## src/rtl/core/cfrx_pkg.sv

```systemverilog
// ----------------------------------------------------------------------------
// cfrx_pkg
// Shared types and constants for the checksummed command frame receiver.
// ----------------------------------------------------------------------------
package cfrx_pkg;

	// Bytes in one complete frame, and bytes covered by the checksum.
	localparam int unsigned FRAME_LEN = 10;
	localparam int unsigned SUM_LEN   = 9;

	// The byte count holds 0 to SUM_LEN.
	localparam int unsigned CNT_W = $clog2(FRAME_LEN);

	// Register indexes on the configuration port.
	localparam logic REG_HOST_ID  = 1'b0;
	localparam logic REG_SLAVE_ID = 1'b1;

	// One decoded command.
	typedef struct packed {
		logic [7:0]  wr_code;
		logic [7:0]  device;
		logic [7:0]  reg_address;
		logic [31:0] value;
	} cmd_t;

endpackage

```

## src/rtl/core/checksummed_command_frame_receiver_top.sv

```systemverilog
// ----------------------------------------------------------------------------
// checksummed_command_frame_receiver_top
// Assembles ten-byte command frames from received bytes and issues one
// command for each frame whose slave id and checksum are correct.
// ----------------------------------------------------------------------------
//
//  Channel  Handshake                 Payload                    Direction
//  -------  ------------------------  -------------------------  ---------
//  input    in_valid / in_ready       rx_byte                    in
//  output   out_valid / out_ready     wr_code, device,           out
//                                     reg_address, value
//  config   psel/penable/pwrite/...   paddr, pwdata, prdata      in/out
//
// Each byte is captured in the input register and checked against the frame
// state by the assembler, and a command from a good frame is then written to
// the output register. A new byte can be taken in every cycle while the
// pipeline moves. When the output register holds a command that has not
// been taken, the pipeline stops and in_ready falls only while the input
// register is also full. The asynchronous reset clears the frame count,
// the running sum, both id registers and the valid flags.
//
// Rejected frames and bytes seen while idle that do not match host_id are
// dropped without any transfer on the output.
// ----------------------------------------------------------------------------
module checksummed_command_frame_receiver_top (
	input  logic        clk,
	input  logic        arst_n,
	// Received bytes.
	input  logic        in_valid,
	output logic        in_ready,
	input  logic [7:0]  rx_byte,
	// Commands.
	output logic        out_valid,
	input  logic        out_ready,
	output logic [7:0]  wr_code,
	output logic [7:0]  device,
	output logic [7:0]  reg_address,
	output logic [31:0] value,
	// Configuration port.
	input  logic        psel,
	input  logic        penable,
	input  logic        pwrite,
	input  logic [2:0]  paddr,
	input  logic [31:0] pwdata,
	output logic [31:0] prdata,
	output logic        pready
);

	logic           valid_s1;
	logic [7:0]     byte_s1;
	logic           advance;
	logic           step;
	logic           hit;
	cfrx_pkg::cmd_t cmd;
	cfrx_pkg::cmd_t cmd_q;
	logic           out_valid_q;
	logic [7:0]     host_id_q;
	logic [7:0]     slave_id_q;

	// Configuration registers. Bit two of paddr selects the register.
	assign pready = 1'b1;

	always_ff @(posedge clk or negedge arst_n) begin
		if (!arst_n) begin
			host_id_q  <= '0;
			slave_id_q <= '0;
		end else if (psel && penable && pwrite) begin
			unique case (paddr[2])
				cfrx_pkg::REG_HOST_ID:  host_id_q  <= pwdata[7:0];
				cfrx_pkg::REG_SLAVE_ID: slave_id_q <= pwdata[7:0];
				default: ;
			endcase
		end
	end

	always_comb begin
		unique case (paddr[2])
			cfrx_pkg::REG_HOST_ID:  prdata = {24'd0, host_id_q};
			cfrx_pkg::REG_SLAVE_ID: prdata = {24'd0, slave_id_q};
			default:                prdata = '0;
		endcase
	end

	// The pipeline moves whenever the output register is empty or being
	// emptied in this cycle.
	assign advance  = !out_valid_q || out_ready;
	assign in_ready = !valid_s1 || advance;
	assign step     = valid_s1 && advance;

	// Input register.
	always_ff @(posedge clk or negedge arst_n) begin
		if (!arst_n) begin
			valid_s1 <= 1'b0;
		end else if (in_ready) begin
			valid_s1 <= in_valid;
		end
	end

	always_ff @(posedge clk) begin
		if (in_valid && in_ready) begin
			byte_s1 <= rx_byte;
		end
	end

	cfrx_assembler u_assembler (
		.clk      (clk),
		.arst_n   (arst_n),
		.step     (step),
		.byte_in  (byte_s1),
		.host_id  (host_id_q),
		.slave_id (slave_id_q),
		.hit      (hit),
		.cmd      (cmd)
	);

	// Output register: holds a finished command until its transfer.
	always_ff @(posedge clk or negedge arst_n) begin
		if (!arst_n) begin
			out_valid_q <= 1'b0;
		end else if (advance) begin
			out_valid_q <= step && hit;
		end
	end

	always_ff @(posedge clk) begin
		if (step && hit) begin
			cmd_q <= cmd;
		end
	end

	assign out_valid   = out_valid_q;
	assign wr_code     = cmd_q.wr_code;
	assign device      = cmd_q.device;
	assign reg_address = cmd_q.reg_address;
	assign value       = cmd_q.value;

endmodule

```

## src/rtl/core/cfrx_assembler.sv

```systemverilog
// ----------------------------------------------------------------------------
// cfrx_assembler
// Frame state: byte count, running sum and the stored frame bytes, with the
// combinational check of the closing byte.
// ----------------------------------------------------------------------------
module cfrx_assembler (
	input  logic               clk,
	input  logic               arst_n,
	input  logic               step,
	input  logic [7:0]         byte_in,
	input  logic [7:0]         host_id,
	input  logic [7:0]         slave_id,
	output logic               hit,
	output cfrx_pkg::cmd_t     cmd
);

	logic [cfrx_pkg::CNT_W-1:0] count_q;
	logic [7:0]                 sum_q;
	logic [7:0]                 store_q [1:cfrx_pkg::SUM_LEN-1];

	localparam logic [cfrx_pkg::CNT_W-1:0] CNT_LAST = cfrx_pkg::CNT_W'(cfrx_pkg::SUM_LEN);

	// The closing byte arrives when nine bytes are held.
	assign hit = (count_q == CNT_LAST) && (store_q[1] == slave_id) && (byte_in == sum_q);

	assign cmd.wr_code     = store_q[2];
	assign cmd.device      = store_q[3];
	assign cmd.reg_address = store_q[4];
	assign cmd.value       = {store_q[5], store_q[6], store_q[7], store_q[8]};

	always_ff @(posedge clk or negedge arst_n) begin
		if (!arst_n) begin
			count_q <= '0;
			sum_q   <= '0;
		end else if (step) begin
			if (count_q == '0) begin
				if (byte_in == host_id) begin
					count_q <= cfrx_pkg::CNT_W'(1);
					sum_q   <= byte_in;
				end
			end else if (count_q < CNT_LAST) begin
				count_q <= count_q + cfrx_pkg::CNT_W'(1);
				sum_q   <= sum_q + byte_in;
			end else begin
				count_q <= '0;
				sum_q   <= '0;
			end
		end
	end

	// The opening byte equals host_id, so only bytes one to eight are kept.
	always_ff @(posedge clk) begin
		for (int i = 1; i < cfrx_pkg::SUM_LEN; i++) begin
			if (step && (count_q == cfrx_pkg::CNT_W'(i))) begin
				store_q[i] <= byte_in;
			end
		end
	end

endmodule

```

## config.mk

```make
export PLATFORM = sky130hd
export DESIGN_NAME = checksummed_command_frame_receiver_top
export DESIGN_NICKNAME = d
export VERILOG_FILES = /design/src/rtl/core/cfrx_pkg.sv /design/src/rtl/core/checksummed_command_frame_receiver_top.sv /design/src/rtl/core/cfrx_assembler.sv
export SDC_FILE = /design/constraint.sdc
export NUM_CORES = 1
export LEC_CHECK = 0
export BUFFER_PORTS_ARGS = -buffer_cell sky130_fd_sc_hd__buf_2
export CAP_MARGIN = 20
export CORE_MARGIN = 10
export CORE_UTILIZATION = 30
export CTS_CLUSTER_SIZE = 10
export DETAILED_ROUTE_END_ITERATION = 8
export GPL_ROUTABILITY_DRIVEN = 0
export SLEW_MARGIN = 20
export SYNTH_ARGS = -nofsm -noshare
export SYNTH_HDL_FRONTEND = slang
export SYNTH_HIERARCHICAL = 1
export SYNTH_SLANG_ARGS = --single-unit
```

## constraint.sdc

```tcl
create_clock -name clk -period 12.39 [get_ports clk]
set_input_delay 0 -clock clk [delete_from_list [all_inputs] [get_ports clk]]
set_output_delay 0 -clock clk [all_outputs]
set_load 0.01 [all_outputs]
```

==> impl_metrics.csv <==
group,metric,value,unit
finish,final_nets,539,
grt,gr-total-overflow,0,
finish,final_layout_size_suffix_gt1_frac,0.328,
timing,tns,0,ns
logic_synthesis,yosysTopAreaCellShare,0.589,
detailed_routing,totalWireLength,12400,um
critical_path,crit_arrival,2.97,ns
timing,finalCritPeriodShare,0.236,
timing,rsz0062_at_grt,"no",
critical_path,r2r-start,"byte_s1[4]",
finish,multi_input_area,1350,um2
power_and_ir_drop,ir_drop,0.117,mV
finish,stdcell_count,763,
finish,area_growth,17.2,%
timing,maxSlewHeadroom,0.490,
logic_synthesis,synth_cells,405,
place,placed_area,6800,um2
floorplanning,core_area,21200,um2
floorplanning,initial_core_util,0.307,
timing,fin_worst_skew,0.00715,ns
detailed_routing,drc,0,
critical_path,cpMaxStageDelayCell,"edfxtp_1",
logic_synthesis,avgSynthCellArea,16.1,um2
place,dp_hpwl,8770,um
timing,worstMarginPinSlew,0.763,ns
clock_tree,cts-buffers-inserted,17,
clock_tree,clk_pin_slew,0.06,ns
critical_path,worstSetupPathType,"reg -> reg",
logic_synthesis,yosys_register_bits,158,
critical_path,rrSetupSlack,9.47,ns
critical_path,crit_chain,"ha_1, nor4b_1, nand4_1, nor3_1, nand2_1, nor2b_4, buf_4",
timing,fmax,0.342,GHz
grt,antenna_found_initial,0,
worst_hold_path,min_from,"penable",
finish,final-seq-area,4590,um2
floorplanning,ioPinCount,141,
floorplanning,dieArea,28000,um2
critical_path,crit_path_max_incr_delay,0.62,ns
clock_tree,clockRootBuffer,"clkbuf_16",
detailed_routing,antenna_left,0,
floorplanning,fp-row-count,53,
power_and_ir_drop,p_leak,2.89,nW
timing,final_max_slew_viol_count,0,
place,numPortBuffers,89,
detailed_routing,drt_iter0_drc,155,
clock_tree,cts_tree,"done",
logic_synthesis,yosys_warnings,6,
floorplanning,die_width,167,um
clock_tree,clk_path_buf_depth,2,
power_and_ir_drop,p_per_area,197,nW/um2
finish,stdcell_area,7650,um2
logic_synthesis,async_flop_share,0.190,
logic_synthesis,synth_area_leaders,"edfxtp_1 59%, dfrtp_1 12%, buf_4 9.3%, mux2_2 4.1%, xnor2_1 2.6%",
floorplanning,die_h,167,um
logic_synthesis,yosysTopAreaCell,"edfxtp_1",
logic_synthesis,synth_most_common_cell,"edfxtp_1",
logic_synthesis,synth-edff-count,128,
critical_path,required,12.44,ns
finish,insertedDiodeCount,0,
logic_synthesis,synth_area,6530,um2
flow_run,max_cap_violations,0,
timing,setup_violations,0,
place,dp.cells,712,
finish,fillers,1995,
logic_synthesis,synth_cell_types,47,
grt,grt_max_degree,57,
logic_synthesis,netlist_top_cells_count,"128 x edfxtp_1, 81 x buf_4, 30 x dfrtp_1",
timing,hold_viol_final,0,
clock_tree,clock_sinks,158,
clock_tree,htreeDepth,4,
critical_path,cp_max_fo,56,
power_and_ir_drop,power.total,1.51,mW
worst_hold_path,min_path_type,"in -> reg",
clock_tree,clock_latency,0.42,ns
logic_synthesis,ys_dominant_reg_cell,"edfxtp_1",
detailed_routing,via_per_inst,4.21,
clock_tree,postCtsSetupRepairBufs,0,
detailed_routing,vias,3213,
grt,track_usage,0.0895,
grt,grt_pass1_vias,3472,
detailed_routing,drtPass1Iterations,4,
critical_path,setup.worst_path.start_class,"flop",
grt,grt_pass1_wl,19600,um
logic_synthesis,ys_seq_area_frac,0.704,
run_status,status,"finished clean",
detailed_routing,wl_per_cell,16.3,um
critical_path,critPathCaptureType,"flop",
timing,period_needed,2.92,ns
critical_path,startpoint,"byte_s1[4]",
[path summary, 6_finish.rpt]
kind / end / depth (start not counted)
min reg2reg: value[31] / 0
min in group asynchronous: host_id_q[5] / 2
min: slave_id_q[5] / 3
max: value[13] / 7
max reg2reg: value[13] / 7
max in group asynchronous: u_assembler/sum_q[3] / 2
[where the power goes]
| part | leakage [nW] | switching (mW) | internal, mW | total [mW] |
|---|---|---|---|---|
| Sequential | 1.53 | 0.0446 | 0.632 | 0.676 |
| Clock | 0.305 | 0.204 | 0.358 | 0.562 |
| Combinational | 1.05 | 0.151 | 0.119 | 0.269 |
[sequential cells by signal (all words and copies together) (netlist names), 8 cells and up]
register	flops
byte_s1	8
device	8
host_id_q	8
reg_address	8
slave_id_q	8
u_assembler/store_q	64
u_assembler/sum_q	8
value	32
wr_code	8
[cell families after synthesis]
| group | share of synthesized area |
|---|---|
| xor+xnor | 0.0295 |
| buf+inv | 0.104 |
| other cells | 0.00115 |
| mux | 0.0430 |
| simple gates | 0.0535 |
| flops | 0.704 |
| fa+ha+maj | 0.0261 |
| compound gates | 0.0384 |
[critical path, delay by kind of cell, from the launching register on]
family | cells | cell delay [ns]
buffers and inverters | 1 | 0.52
adders and majority gates | 1 | 0.47
and+or+nand+nor | 5 | 0.90
DFF | 1 | 0.62
[layout by cell type (no fill, tap or decap), drive strengths merged, types with 2 or more instances in the layout]
| cell type | synthesis | final |
|---|---|---|
| edfxtp | 128 | 128 |
| clkbuf | 1 | 18 |
| xnor2 | 19 | 19 |
| and2 | 3 | 3 |
| nor2 | 8 | 8 |
| nand4 | 7 | 7 |
| mux2 | 24 | 24 |
| bufinv | 0 | 5 |
| ha | 12 | 12 |
| o21bai | 2 | 2 |
| clkinvlp | 0 | 2 |
| nand3 | 2 | 2 |
| nand2 | 17 | 17 |
| dlygate4sd3 | 0 | 20 |
| o31ai | 2 | 2 |
| nor4b | 3 | 3 |
| inv | 5 | 8 |
| conb | 2 | 25 |
| nor3 | 4 | 4 |
| or3 | 2 | 2 |
| xor2 | 3 | 3 |
| buf | 86 | 96 |
| o211ai | 3 | 3 |
| a21oi | 4 | 4 |
| a22oi | 5 | 5 |
| o21ai | 14 | 14 |
| nand2b | 3 | 3 |
| clkinv | 0 | 3 |
| nor3b | 4 | 4 |
| dfrtp | 30 | 30 |
[routing by layer]
metal / vias to the layer above / wire length [um] / global-route usage
met4: 0 / 156 / 0.0401
met3: 14 / 927 / 0.0321
met5: - / 0 / 0
met1: 1573 / 5470 / 0.111
met2: 106 / 5860 / 0.136
li1: 1520 / - / -
[per-stage QoR]
stage               utilization  worst slack [ns]  hold WS, ns
floorplan                     -              7.91       -0.296
global placement          0.320              9.43       0.0839
detailed placement        0.320              9.41        0.105
CTS                       0.360              9.39       0.0655
global route              0.360              9.16       0.0825
finish                    0.360              9.47       0.0735
[final cells by class]
cell class / count / area share
clock buffers: 18 / 0.0561
clock inverters: 13 / 0.0278
inverters: 5 / 0.00245
multi-input cells: 178 / 0.176
flip-flops and latches: 158 / 0.601
well taps: 275 / 0.0450
repair buffers: 116 / 0.0913
[what timing repair did]
action                                 4_1_cts  5_1_grt
endpoints found under the hold margin       56        0
hold buffers                                20        0
gates resized for setup                      0        0
No activity file was read; power rests on OpenSTA's default activity.
